### config.mk
export PLATFORM = sky130hd
export DESIGN_NAME = legacy_charset_to_utf8_transcoder_core_flat
export DESIGN_NICKNAME = d
export VERILOG_FILES = /design/src/lcu_pkg.sv /design/src/lcu_if.sv /design/src/lcu_decode.sv /design/src/legacy_charset_to_utf8_transcoder_core.sv /design/src/flat_wrapper.sv
export SDC_FILE = /design/constraint.sdc
export NUM_CORES = 1
export LEC_CHECK = 0
export ABC_AREA = 1
export ABC_CLOCK_PERIOD_IN_PS = 4900
export BUFFER_PORTS_ARGS = -buffer_cell sky130_fd_sc_hd__buf_2
export CORE_MARGIN = 2
export CORE_UTILIZATION = 46
export CTS_CLUSTER_DIAMETER = 120
export DETAILED_ROUTE_END_ITERATION = 7
export GPL_TIMING_DRIVEN = 0
export PLACE_DENSITY = 0.61
export SLEW_MARGIN = 20
export SYNTH_ARGS = -nofsm -noshare
export SYNTH_HDL_FRONTEND = slang
export SYNTH_HIERARCHICAL = 1
export SYNTH_SLANG_ARGS = --single-unit
### constraint.sdc
create_clock -name clk -period 4.9 [get_ports clk]
set_input_delay 0.245 -clock clk [delete_from_list [all_inputs] [get_ports clk]]
set_output_delay 0.245 -clock clk [all_outputs]
set_load 0.01 [all_outputs]
### src/lcu_pkg.sv
// ----------------------------------------------------------------------------
// lcu_pkg
// Types, constants and helpers shared by the legacy charset transcoder.
// ----------------------------------------------------------------------------
package lcu_pkg;

    // Mode register codes; unused codes fall back to pass-through
    typedef enum logic [2:0] {
        MODE_PASS   = 3'd0,
        MODE_LATIN1 = 3'd1,
        MODE_CP1251 = 3'd2,
        MODE_U16LE  = 3'd3,
        MODE_U16BE  = 3'd4
    } mode_t;

    localparam int unsigned GRP_BYTES = 6;   // worst case: flushed surrogate plus one unit
    localparam int unsigned ENC_BYTES = 4;   // longest UTF-8 sequence
    localparam int unsigned FLUSH_BYTES = 3; // a lone surrogate always takes three bytes

    localparam logic [1:0]  BOM_BYTES     = 2'd2;
    localparam logic [15:0] HI_SURR_FIRST = 16'hD800;
    localparam logic [15:0] HI_SURR_LAST  = 16'hDBFF;
    localparam logic [15:0] LO_SURR_FIRST = 16'hDC00;
    localparam logic [15:0] LO_SURR_LAST  = 16'hDFFF;
    localparam logic [20:0] SUPP_BASE     = 21'h10000;
    localparam logic [15:0] CYR_CAP_A     = 16'h0410;

    // windows-1251 upper half, bytes 0x80-0xBF
    localparam logic [15:0] CYR_TABLE [0:63] = '{
        16'h0402, 16'h0403, 16'h201A, 16'h0453, 16'h201E, 16'h2026, 16'h2020, 16'h2021,
        16'h20AC, 16'h2030, 16'h0409, 16'h2039, 16'h040A, 16'h040C, 16'h040B, 16'h040F,
        16'h0452, 16'h2018, 16'h2019, 16'h201C, 16'h201D, 16'h2022, 16'h2013, 16'h2014,
        16'h0098, 16'h2122, 16'h0459, 16'h203A, 16'h045A, 16'h045C, 16'h045B, 16'h045F,
        16'h00A0, 16'h040E, 16'h045E, 16'h0408, 16'h00A4, 16'h0490, 16'h00A6, 16'h00A7,
        16'h0401, 16'h00A9, 16'h0404, 16'h00AB, 16'h00AC, 16'h00AD, 16'h00AE, 16'h0407,
        16'h00B0, 16'h00B1, 16'h0406, 16'h0456, 16'h0491, 16'h00B5, 16'h00B6, 16'h00B7,
        16'h0451, 16'h2116, 16'h0454, 16'h00BB, 16'h0458, 16'h0405, 16'h0455, 16'h0457
    };

    // Stream state carried between input beats
    typedef struct packed {
        logic [1:0] bom_cnt;
        logic [7:0] held_byte;
        logic       held_valid;
        logic [9:0] pend_unit;
        logic       pend_valid;
    } lcu_state_t;

    typedef logic [GRP_BYTES-1:0][7:0] grp_bytes_t;

    typedef struct packed {
        logic [ENC_BYTES-1:0][7:0] bytes;
        logic [2:0]                len;
    } utf8_seq_t;

    // Encode one code point as UTF-8, first byte in element 0
    function automatic utf8_seq_t utf8_encode(input logic [20:0] cp);
        utf8_seq_t s;
        s = '0;
        if (cp[20:7] == '0)
        begin
            s.bytes[0] = cp[7:0];
            s.len      = 3'd1;
        end
        else if (cp[20:11] == '0)
        begin
            s.bytes[0] = {3'b110, cp[10:6]};
            s.bytes[1] = {2'b10, cp[5:0]};
            s.len      = 3'd2;
        end
        else if (cp[20:16] == '0)
        begin
            s.bytes[0] = {4'b1110, cp[15:12]};
            s.bytes[1] = {2'b10, cp[11:6]};
            s.bytes[2] = {2'b10, cp[5:0]};
            s.len      = 3'd3;
        end
        else
        begin
            s.bytes[0] = {5'b11110, cp[20:18]};
            s.bytes[1] = {2'b10, cp[17:12]};
            s.bytes[2] = {2'b10, cp[11:6]};
            s.bytes[3] = {2'b10, cp[5:0]};
            s.len      = 3'd4;
        end
        return s;
    endfunction

endpackage

### src/lcu_if.sv
// ----------------------------------------------------------------------------
// lcu channel interfaces
// Valid/ready channels for document bytes, UTF-8 bytes and the mode register.
// ----------------------------------------------------------------------------
interface lcu_doc_if;
    logic       valid;
    logic       ready;
    logic [7:0] in_byte;
    logic       in_last;

    modport source (output valid, output in_byte, output in_last, input ready);
    modport sink   (input valid, input in_byte, input in_last, output ready);
endinterface

interface lcu_utf8_if;
    logic       valid;
    logic       ready;
    logic [7:0] out_byte;
    logic       out_end;

    modport source (output valid, output out_byte, output out_end, input ready);
    modport sink   (input valid, input out_byte, input out_end, output ready);
endinterface

interface lcu_cfg_if;
    logic       valid;
    logic       ready;
    logic [2:0] mode;

    modport source (output valid, output mode, input ready);
    modport sink   (input valid, input mode, output ready);
endinterface

### src/lcu_decode.sv
// ----------------------------------------------------------------------------
// lcu_decode
// Decode one document byte into the next stream state and a UTF-8 byte group.
// ----------------------------------------------------------------------------
module lcu_decode
    import lcu_pkg::*;
(
    input  logic [7:0]  in_byte,
    input  logic        in_last,
    input  logic [2:0]  mode,
    input  lcu_state_t  state,
    output lcu_state_t  state_next,
    output grp_bytes_t  grp,
    output logic [2:0]  grp_cnt
);

    logic        flush;      // emit the pending high surrogate first
    logic        cp_valid;
    logic        raw;        // copy the byte unchanged
    logic [20:0] cp;
    logic [15:0] unit;
    utf8_seq_t   flush_seq;
    utf8_seq_t   cp_seq;

    always_comb
    begin
        state_next = state;
        flush      = 1'b0;
        cp_valid   = 1'b0;
        raw        = 1'b0;
        cp         = {13'd0, in_byte};
        unit       = (mode == MODE_U16LE) ? {in_byte, state.held_byte}
                                          : {state.held_byte, in_byte};
        case (mode)
            MODE_U16LE, MODE_U16BE:
            begin
                if (state.bom_cnt < BOM_BYTES)
                begin
                    state_next.bom_cnt = state.bom_cnt + 2'd1;
                end
                else if (!state.held_valid)
                begin
                    state_next.held_byte  = in_byte;
                    state_next.held_valid = 1'b1;
                end
                else
                begin
                    state_next.held_byte  = '0;
                    state_next.held_valid = 1'b0;
                    if (state.pend_valid && (unit inside {[LO_SURR_FIRST:LO_SURR_LAST]}))
                    begin
                        cp       = SUPP_BASE + {1'b0, state.pend_unit, unit[9:0]};
                        cp_valid = 1'b1;
                        state_next.pend_unit  = '0;
                        state_next.pend_valid = 1'b0;
                    end
                    else
                    begin
                        flush = state.pend_valid;
                        state_next.pend_unit  = '0;
                        state_next.pend_valid = 1'b0;
                        if ((unit inside {[HI_SURR_FIRST:HI_SURR_LAST]}) && !in_last)
                        begin
                            state_next.pend_unit  = unit[9:0];
                            state_next.pend_valid = 1'b1;
                        end
                        else
                        begin
                            cp       = {5'd0, unit};
                            cp_valid = 1'b1;
                        end
                    end
                end
                // end of document flushes a surrogate still waiting
                if (in_last && state_next.pend_valid)
                begin
                    flush = 1'b1;
                end
            end
            MODE_LATIN1:
            begin
                cp_valid = 1'b1;
            end
            MODE_CP1251:
            begin
                cp_valid = 1'b1;
                if (in_byte[7:6] == 2'b10)
                begin
                    cp = {5'd0, CYR_TABLE[in_byte[5:0]]};
                end
                else if (in_byte[7:6] == 2'b11)
                begin
                    cp = {5'd0, CYR_CAP_A + {10'd0, in_byte[5:0]}};
                end
            end
            default:
            begin
                cp_valid = 1'b1;
                raw      = 1'b1;
            end
        endcase
        if (in_last)
        begin
            state_next = '0;
        end
    end

    assign flush_seq = utf8_encode({5'd0, HI_SURR_FIRST[15:10], state.pend_unit});

    always_comb
    begin
        cp_seq = utf8_encode(cp);
        if (raw)
        begin
            cp_seq          = '0;
            cp_seq.bytes[0] = in_byte;
            cp_seq.len      = 3'd1;
        end
        if (!cp_valid)
        begin
            cp_seq.len = 3'd0;
        end
    end

    // Pack the flushed surrogate and the code point back to back
    always_comb
    begin
        grp = '0;
        for (int i = 0; i < GRP_BYTES; i++)
        begin
            if (flush)
            begin
                if (i < FLUSH_BYTES)
                    grp[i] = flush_seq.bytes[i];
                else if (i - FLUSH_BYTES < ENC_BYTES)
                    grp[i] = cp_seq.bytes[i - FLUSH_BYTES];
            end
            else if (i < ENC_BYTES)
            begin
                grp[i] = cp_seq.bytes[i];
            end
        end
        grp_cnt = (flush ? 3'(FLUSH_BYTES) : 3'd0) + cp_seq.len;
    end

endmodule

### src/legacy_charset_to_utf8_transcoder_core.sv
// ----------------------------------------------------------------------------
// legacy_charset_to_utf8_transcoder_core
// Byte-wide transcoder from pass-through, Latin-1, windows-1251 and UTF-16
// documents to a UTF-8 byte stream.
// ----------------------------------------------------------------------------
//
//  Channel | Dir | Payload                  | Beat
//  --------+-----+--------------------------+-------------------------------
//  doc     | in  | in_byte[7:0], in_last    | one document byte
//  utf8    | out | out_byte[7:0], out_end   | one UTF-8 byte
//  cfg     | in  | mode[2:0]                | one mode register write
//
//  Each doc beat yields 0 to 6 UTF-8 bytes, one per cycle unless utf8 stalls,
//  paced by the one-byte-wide output register. An accepted beat is decoded
//  in the same cycle into a byte group register, which feeds the output
//  register; a doc beat is taken while the last byte of the group moves out.
//  Stalls on utf8 hold the output register and then the group. Reset clears
//  mode, stream state and all valid flags.
//
module legacy_charset_to_utf8_transcoder_core
    import lcu_pkg::*;
(
    input  logic              clk,
    input  logic              rst_n,
    lcu_doc_if.sink           doc,
    lcu_utf8_if.source        utf8,
    lcu_cfg_if.sink           cfg
);

    logic [2:0]  mode_reg;
    lcu_state_t  state_reg;
    lcu_state_t  state_next;
    grp_bytes_t  grp_reg;
    grp_bytes_t  grp_next;
    grp_bytes_t  dec_grp;
    logic [2:0]  dec_cnt;
    logic [2:0]  rem_reg;       // bytes left in the group
    logic [2:0]  rem_next;
    logic        out_valid_reg;
    logic [7:0]  out_byte_reg;
    logic        out_end_reg;
    logic        doc_accept;
    logic        move;          // group head advances into the output register

    // Mode register: always ready; write it only while the stream is idle (the block does not enforce this)
    assign cfg.ready = 1'b1;

    always_ff @(posedge clk or negedge rst_n)
    begin
        if (!rst_n)
            mode_reg <= MODE_PASS;
        else if (cfg.valid)
            mode_reg <= cfg.mode;
    end

    lcu_decode u_decode (
        .in_byte    (doc.in_byte),
        .in_last    (doc.in_last),
        .mode       (mode_reg),
        .state      (state_reg),
        .state_next (state_next),
        .grp        (dec_grp),
        .grp_cnt    (dec_cnt)
    );

    // Advance the group whenever the output register is free or draining
    assign move       = (rem_reg != 3'd0) && (!out_valid_reg || utf8.ready);
    assign doc.ready  = (rem_reg == 3'd0) || ((rem_reg == 3'd1) && move);
    assign doc_accept = doc.valid && doc.ready;

    always_ff @(posedge clk or negedge rst_n)
    begin
        if (!rst_n)
            state_reg <= '0;
        else if (doc_accept)
            state_reg <= state_next;
    end

    always_comb
    begin
        grp_next = grp_reg;
        rem_next = rem_reg;
        if (doc_accept)
        begin
            // load a fresh group; a beat with no output leaves it empty
            grp_next = dec_grp;
            rem_next = dec_cnt;
        end
        else if (move)
        begin
            // drop the head byte, shift the rest down
            grp_next = grp_reg >> 8;
            rem_next = rem_reg - 3'd1;
        end
    end

    always_ff @(posedge clk or negedge rst_n)
    begin
        if (!rst_n)
            rem_reg <= '0;
        else
            rem_reg <= rem_next;
    end

    always_ff @(posedge clk)
    begin
        grp_reg <= grp_next;
    end

    // Output register: hold on stall, refill from the group head
    always_ff @(posedge clk or negedge rst_n)
    begin
        if (!rst_n)
            out_valid_reg <= 1'b0;
        else if (move)
            out_valid_reg <= 1'b1;
        else if (utf8.ready)
            out_valid_reg <= 1'b0;
    end

    always_ff @(posedge clk)
    begin
        if (move)
        begin
            out_byte_reg <= grp_reg[0];
            out_end_reg  <= (rem_reg == 3'd1);
        end
    end

    assign utf8.valid    = out_valid_reg;
    assign utf8.out_byte = out_byte_reg;
    assign utf8.out_end  = out_end_reg;

endmodule

### src/flat_wrapper.sv
// flat-port wrapper written by rule: the top's interface ports become plain ports
module legacy_charset_to_utf8_transcoder_core_flat import lcu_pkg::*;
  (clk, rst_n, doc_valid, doc_in_byte, doc_in_last, doc_ready, utf8_valid, utf8_out_byte, utf8_out_end, utf8_ready, cfg_valid, cfg_mode, cfg_ready);
  lcu_doc_if doc_i ();
  lcu_utf8_if utf8_i ();
  lcu_cfg_if cfg_i ();
  input  logic clk;
  input  logic rst_n;
  input wire logic [$bits(doc_i.valid)-1:0] doc_valid;
  input wire logic [$bits(doc_i.in_byte)-1:0] doc_in_byte;
  input wire logic [$bits(doc_i.in_last)-1:0] doc_in_last;
  output wire logic [$bits(doc_i.ready)-1:0] doc_ready;
  output wire logic [$bits(utf8_i.valid)-1:0] utf8_valid;
  output wire logic [$bits(utf8_i.out_byte)-1:0] utf8_out_byte;
  output wire logic [$bits(utf8_i.out_end)-1:0] utf8_out_end;
  input wire logic [$bits(utf8_i.ready)-1:0] utf8_ready;
  input wire logic [$bits(cfg_i.valid)-1:0] cfg_valid;
  input wire logic [$bits(cfg_i.mode)-1:0] cfg_mode;
  output wire logic [$bits(cfg_i.ready)-1:0] cfg_ready;
  assign doc_i.valid = doc_valid;
  assign doc_i.in_byte = doc_in_byte;
  assign doc_i.in_last = doc_in_last;
  assign doc_ready = doc_i.ready;
  assign utf8_valid = utf8_i.valid;
  assign utf8_out_byte = utf8_i.out_byte;
  assign utf8_out_end = utf8_i.out_end;
  assign utf8_i.ready = utf8_ready;
  assign cfg_i.valid = cfg_valid;
  assign cfg_i.mode = cfg_mode;
  assign cfg_ready = cfg_i.ready;
  legacy_charset_to_utf8_transcoder_core u_core (.clk(clk), .rst_n(rst_n), .doc(doc_i), .utf8(utf8_i), .cfg(cfg_i));
endmodule
After elaboration in Yosys (flattened, before gate mapping):

Memories as Yosys holds them, arrays and structs flattened.
Index checks and enable logic that the tools add are counted.

* $add $sub $neg: 5
* $lt $le $gt $ge: 6
* equality and inequality tests: 8
* multiplexer cells: 50
* bitwise logic cells: 1
* reductions and logical operators: 28

Operator list (count)
* 16-bit 2-to-1 mux: 6
* 48-bit 2-to-1 mux: 2
* 21-bit 2-to-1 mux: 3
* 8-bit 2-to-1 mux: 7
* 11-bit 2-to-1 mux: 4
* 22-bit 2-to-1 mux: 2
* 21-bit one-hot mux with 2 select lines: 1
* 20-bit 2-to-1 mux: 2
* 35-bit 2-to-1 mux: 1
* 16-bit >= comparator (second input constant): 2
* 16-bit less-or-equal comparator (second input constant): 2
* 25-bit 2-to-1 mux: 1
* 24-bit 2-to-1 mux: 1
* 17-bit by 20-bit adder with 21-bit output (first input constant): 1
* 19-bit 2-to-1 mux: 1
* 14-bit zero test: 1
* 11-bit by 6-bit adder with 12-bit output (first input constant): 1
* 1-bit 2-to-1 mux: 12
* 12-bit 2-to-1 mux: 1
* 10-bit zero test: 1
* 2-bit nonzero test: 5
* 3-bit 2-to-1 mux: 3
* 9-bit 2-to-1 mux: 1
* 1-bit logical AND: 8
* other kinds (22): 29

* bits in registers: 86
* ROM bits: 1024
* bits of input ports: 17
* output and inout bits: 12
* word-level logic and storage cells: 115
* memories kept: 1

Memories
* (no name shown): words 64, bits a word 16, rd ports 1, clocked after Yosys merged registers in 0, wr ports 0, line lcu_decode.sv:89 `cp = {5'd0, CYR_TABLE[in_byte[5:0]]};`

Logic depth before layout (Yosys ltp):

* depth in word-level cells: 18
* mapped depth: 27
* gate-level depth less buffers: 26

By module:

The synthesis kept the hierarchy.

By module, submodules not included
* legacy_charset_to_utf8_transcoder_core: instances 1, cells an instance 347, area an instance 3550.9 µm², sequential area each 2437.3 µm²
* lcu_decode: instances 1, cells an instance 687, area an instance 3463.3 µm², sequential area each 0.0 µm²

Least setup slack after synthesis:

Ideal clock, no wire load.

* kind: input-to-reg
* start: input doc_in_byte[0]
* end: register u_core.rem_reg[2]
* setup time: 0.117 ns
* data arrival time: 3.219 ns
* data required time: 4.783 ns
* setup slack: 1.564 ns
* stages: 26
* path buffers: 1
* cells stage by stage: clkbuf_1 > inv_1 > ha_1 > nor2_1 > inv_1 > o21ai_0 > nand2_1 > nand3_1 > nand2_1 > nand3_1 > a21boi_0 > nand2_2 > nor2_4 > nand3_4 > nand2_2 > o21ai_0 > inv_1 > ha_1 > inv_1 > fa_1 > xnor2_1 > inv_1 > inv_1 > nand3_1 > nand2_1 > nand2_1

* word-level cells in the longest chain between the ends: 16
* elaborated cells on any way between the ends: 49
* those cells by class: 3 x add/sub; 4 x order compare; 32 x mux; 1 x bitwise; 8 x reduce/logical; 1 x memory

Ends and longest elaborated chain
* start, declared: line flat_wrapper.sv:10 `input wire logic [$bits(doc_i.in_byte)-1:0] doc_in_byte;`
* 16-bit 2-to-1 mux: line lcu_decode.sv:32 `unit = (mode == MODE_U16LE) ? {in_byte, state.held_byte}`
* 16-bit >= comparator, or another cell as far along: line lcu_decode.sv:62 `if ((unit inside {[HI_SURR_FIRST:HI_SURR_LAST]}) && !in_last)`
* 1-bit logical AND (on tied branches) (2 in series): line lcu_decode.sv:62, lcu_decode.sv:50
* 16-bit 2-to-1 mux or 21-bit 2-to-1 mux (tied branches): line lcu_decode.sv:62, lcu_decode.sv:50
* 21-bit 2-to-1 mux (on tied branches): line lcu_decode.sv:50, lcu_decode.sv:41
* 21-bit 2-to-1 mux (on tied branches): line lcu_decode.sv:41, lcu_decode.sv:37
* 21-bit 2-to-1 mux or 21-bit one-hot mux with 2 select lines (tied branches): line lcu_decode.sv:37, lcu_decode.sv:34
* 21-bit one-hot mux with 2 select lines or 5-bit zero test (tied branches): line lcu_decode.sv:34, lcu_pkg.sv:71
* 10-bit zero test or 25-bit 2-to-1 mux (tied branches): line lcu_pkg.sv:65, lcu_pkg.sv:71
* 19-bit 2-to-1 mux: line lcu_pkg.sv:65 `else if (cp[20:11] == '0)`
* 11-bit 2-to-1 mux: line lcu_pkg.sv:60 `if (cp[20:7] == '0)`
* 35-bit 2-to-1 mux: line lcu_decode.sv:113 `if (raw)`
* 3-bit 2-to-1 mux: line lcu_decode.sv:119 `if (!cp_valid)`
* 2-bit by 3-bit adder with 3-bit output *: line lcu_decode.sv:143 `grp_cnt = (flush ? 3'(FLUSH_BYTES) : 3'd0) + cp_seq.len;`
* named net u_core.dec_cnt[2]: line legacy_charset_to_utf8_transcoder_core.sv:36 `logic [2:0] dec_cnt;`
* 3-bit 2-to-1 mux *: line legacy_charset_to_utf8_transcoder_core.sv:83 `if (doc_accept)`
* end signal, assigned: line legacy_charset_to_utf8_transcoder_core.sv:102 `rem_reg <= rem_next;`
* end, declared: line legacy_charset_to_utf8_transcoder_core.sv:37 `logic [2:0] rem_reg;`

Mark *: on every way through the listed nets, which the timed path passes. The rest lies on a longest branch. The select of a mux whose other input is x is not followed.
A chain may end at the register's enable or synchronous reset.

Worst setup path after layout:

* start: input doc_in_byte[1]
* end: register u_core.rem_reg[2]

The elaborated chain is that of the path after synthesis.

==> flow_summary.json <==
{
  "cts.hold.buffers_added": 1,
  "critPathArrivalTime_ns": 4.43,
  "grt_setup_unrepaired": "no",
  "largest_area_contributor_in_the_synthesized_netlist": "sky130_fd_sc_hd__edfxtp_1",
  "wire_length_of_the_first_global_routing_pass_um": 33800,
  "placement.io_buffers": 26,
  "crit_top_cell": "sky130_fd_sc_hd__inv_1",
  "cellPowerDensity_nw_per_um2": 439,
  "post-route-min-period_ns": 4.17,
  "final_antenna_net_count": 0,
  "worstSetupStartpointType": "input pin",
  "synthXorXnorAreaFrac_pct": 0.499,
  "yosys.area_share.adder_pct": 2.96,
  "cts-buffers-inserted": 9,
  "fin_skew_ns": 0.0186,
  "top_cell_type_s_share_of_synthesized_area_pct": 24.4,
  "post_cts.resized_instances": 0,
  "crit_path_buf_inv_count": 7,
  "worst_path_largest_cell_delay_ns": 0.65,
  "route.detailed.wl_per_inst_um": 16.7,
  "standard_cell_rows": 45,
  "fmax_mhz": 240,
  "number_of_flip_flops_under_the_largest_register_name": 48,
  "timing.critical_path.to_type": "flop",
  "synth_cell_type_count": 49,
  "maximum_number_of_pins_on_one_net_before_global_route_repair": 31,
  "relSlewSlack_pct": 52.4,
  "edff_count_synth": 57,
  "fill_cells": 1547,
  "place_ws_ns": 0.463,
  "synth-compound-area-share_pct": 12.0,
  "antenna-diode-count": 0,
  "initial_antenna_violation_count": 0,
  "crit_required_ns": 5.16,
  "die-height_um": 127,
  "synth.area.top_cells": "sky130_fd_sc_hd__edfxtp_1, sky130_fd_sc_hd__nand2_1, sky130_fd_sc_hd__dfrtp_1, sky130_fd_sc_hd__nand3_1, sky130_fd_sc_hd__inv_1",
  "clock_sinks": 86,
  "outcome": "complete, no violations",
  "critical-path-top-delay-family": "buffers and inverters",
  "cts.path.max_buffers": 2,
  "synth-main-ff-cell": "sky130_fd_sc_hd__edfxtp_1",
  "synth.avg_cell_area_sq_um": 6.78,
  "totalNegativeSetupSlack_ns": 0,
  "drive_above_1_share_pct": 13.7,
  "track_usage_pct": 27.1,
  "ioPinCount": 29,
  "timing.final.max_slew_violations": 0,
  "synth-seq-cells": 86,
  "worstSkewPairLatency_ns": 0.37,
  "routabilityCongestion": 0.920,
  "detailedRoute.firstIterationViolations": 782,
  "synth.yosys.seq_area_share_pct": 34.7,
  "timing_hold_violations_final": 0,
  "drt-total-wl_um": 21200,
  "final-setup-viol-count": 0,
  "dominant_combinational_cell_family_by_area_after_synthesis": "simple AND/OR/NAND/NOR gates",
  "ctsRootBufferMaster": "sky130_fd_sc_hd__clkbuf_16",
  "final.hold.worst_slack_ns": 0.106,
  "clock_tree.htree_level_count": 3,
  "drc": 0,
  "total_leakage_power_nw": 3.69,
  "worst_setup_hold_path_clk_slew_ns": 0.08,
  "initial_core_util_pct": 46.7,
  "detailroute.via_count": 6936,
  "synth-async-reset-ratio_pct": 33.7,
  "grt_overflow_total": 0,
  "post_synth_and_or_nand_nor_area_fraction_pct": 39.5,
  "avgViaCountPerCell": 5.47,
  "post-cts-setup-buffer-count": 0,
  "areaGrowthSynthToFinish_pct": 9.95,
  "dr.pass1.iters": 5,
  "synthesis.instances": 1034,
  "synth.mux.area_fraction_pct": 0.482,
  "first_global_vias": 6132,
  "power_mw": 3.38,
  "worst_pin_slew_ns": 0.714,
  "cp_max_fo": 12,
  "ir_drop_mv": 0.276,
  "drv.max_cap_violation_count": 0,
  "min_path_type": "input pin to flop",
  "design.die.area_sq_um": 16300,
  "floorplan.core_area_sq_um": 15000,
  "dieWidth_um": 127,
  "fin_ws_ns": 0.732,
  "total_half_perimeter_wirelength_after_legalization_and_detailed_placement_um": 16300,
  "path_class": "input pin to flop",
  "syn-cell-area_sq_um": 7010,
  "timing.critical_path.slowest_stage_cell": "sky130_fd_sc_hd__clkinv_1",
  "final_clock_period_utilization_by_the_worst_path_pct": 85.1,
  "crit_path_cell_chain": "buf_2 -> clkbuf_1 -> clkinv_1 -> ha_1 -> nor2_1 -> nor2_1 -> nand2_1 -> o211ai_1 -> a22oi_1 -> nand2_2 -> nor2_4 -> nand3_4 -> nand2_2 -> o21ai_0 -> inv_1 -> ha_1 -> inv_1 -> fa_1 -> xnor2_1 -> inv_1 -> inv_1 -> nand3_1 -> nand2_1 -> nand2_1",
  "tritoncts": "yes",
  "finish.net_count": 1109,
  "ys.warnings.count": 6
}
==> through the flow <==
stage                     util (%)  area, sq um  cells
final                         51.3         7710   1269
after floorplan                  -         7030   1037
after CTS                     51.3         7710   1269
after global routing          51.3         7710   1269
after detailed placement      49.3         7410   1252
after global placement        49.2         7390   1251
==> cells by family (layout without fill, tap and decap cells) <==
logic type	after synthesis	after routing
xor+xnor	4	4
flops	86	86
compound gates	141	141
simple gates	633	633
buf+inv	149	193
fa+ha+maj	16	16
other cells	2	5
mux	3	3
==> layer usage <==
metal	wire (um)	global-route usage, %	up-vias
li1	-	-	3445
met1	10000	40.0	3163
met2	9020	40.0	278
met3	1550	4.23	50
met4	632	10.1	0
met5	0	0	-
==> where the power goes <==
group          switching, mW  internal [mW]
clock network          0.319          0.355
registers              0.154           1.23
logic                  0.896          0.431
total                   1.37           2.01
==> cells in the final DEF, fill, tap and decap left out, types with 4 or more instances in the layout <==
cell type	netlist	routed
sky130_fd_sc_hd__o21ai_1	10	10
sky130_fd_sc_hd__buf_2	15	41
sky130_fd_sc_hd__ha_1	15	15
sky130_fd_sc_hd__o221ai_1	9	9
sky130_fd_sc_hd__conb_1	2	5
sky130_fd_sc_hd__inv_1	83	83
sky130_fd_sc_hd__nand3_1	77	77
sky130_fd_sc_hd__clkbuf_16	0	9
sky130_fd_sc_hd__nand2_2	20	21
sky130_fd_sc_hd__o21ai_2	4	4
sky130_fd_sc_hd__edfxtp_1	57	57
sky130_fd_sc_hd__nand4_1	11	11
sky130_fd_sc_hd__nand2_4	8	8
sky130_fd_sc_hd__clkbuf_1	17	17
sky130_fd_sc_hd__nand2_1	411	410
sky130_fd_sc_hd__nor3_1	6	6
sky130_fd_sc_hd__buf_1	4	4
sky130_fd_sc_hd__nor2_1	74	74
sky130_fd_sc_hd__o211ai_1	12	12
sky130_fd_sc_hd__a21oi_1	36	36
sky130_fd_sc_hd__a211oi_1	6	6
sky130_fd_sc_hd__buf_6	9	9
sky130_fd_sc_hd__buf_4	9	9
sky130_fd_sc_hd__nor2_2	7	7
sky130_fd_sc_hd__dfrtp_1	29	29
sky130_fd_sc_hd__o21ai_0	51	51
sky130_fd_sc_hd__nor2_4	7	7
sky130_fd_sc_hd__inv_2	7	7
==> synthesized netlist by cell type (3+ instances only) <==
cell and number:
sky130_fd_sc_hd__nor2_2 7, sky130_fd_sc_hd__o21ai_1 10, sky130_fd_sc_hd__o221ai_1 9, sky130_fd_sc_hd__clkinv_1 3, sky130_fd_sc_hd__ha_1 15, sky130_fd_sc_hd__nand2_1 411, sky130_fd_sc_hd__o21ai_0 51, sky130_fd_sc_hd__dfrtp_1 29
sky130_fd_sc_hd__buf_4 9, sky130_fd_sc_hd__inv_2 7, sky130_fd_sc_hd__nand3_1 77, sky130_fd_sc_hd__nand4_1 11, sky130_fd_sc_hd__nand2_2 20, sky130_fd_sc_hd__nor2_1 74, sky130_fd_sc_hd__inv_1 83, sky130_fd_sc_hd__nand3_4 3
sky130_fd_sc_hd__nor2_4 7, sky130_fd_sc_hd__o211ai_1 12, sky130_fd_sc_hd__clkbuf_1 17, sky130_fd_sc_hd__o21ai_2 4, sky130_fd_sc_hd__buf_2 15, sky130_fd_sc_hd__nand3_2 3, sky130_fd_sc_hd__a22oi_1 3, sky130_fd_sc_hd__a21oi_1 36
sky130_fd_sc_hd__edfxtp_1 57, sky130_fd_sc_hd__or2_2 3, sky130_fd_sc_hd__buf_1 4, sky130_fd_sc_hd__nand2_4 8, sky130_fd_sc_hd__a211oi_1 6, sky130_fd_sc_hd__nor3_1 6, sky130_fd_sc_hd__buf_6 9, sky130_fd_sc_hd__mux2_2 3
==> worst paths after layout <==
kind	from	end	slack, ns	cells past startpoint
setup / recovery	doc_in_byte[1]	u_core/rem_reg[2]$_DFFE_PN0P_	0.73	24
hold reg to reg	u_core/grp_reg[6]$_DFFE_PP_	u_core/utf8.out_byte[6]$_DFFE_PP_	0.42	0
min in group asynchronous	rst_n	u_core/mode_reg[1]$_DFFE_PN0P_	0.46	2
setup reg to reg	u_core/mode_reg[1]$_DFFE_PN0P_	u_core/rem_reg[2]$_DFFE_PN0P_	1.38	23
max in group asynchronous	rst_n	u_core/state_reg[21]$_DFFE_PN0P_	3.96	2
hold / removal	cfg_mode[1]	u_core/mode_reg[1]$_DFFE_PN0P_	0.11	2
==> area by class of cell <==
type	instances	area [sq um]	area share, %
multi-input combinational	802	3910	50.7
sequential	86	2440	31.6
inverter	95	360	4.67
buffer	54	323	4.19
tap	188	235	3.05
clock buffer	9	225	2.92
timing repair buffer	28	160	2.08
clock inverter	7	63.8	0.827
Power figures use the tool's default switching activity.
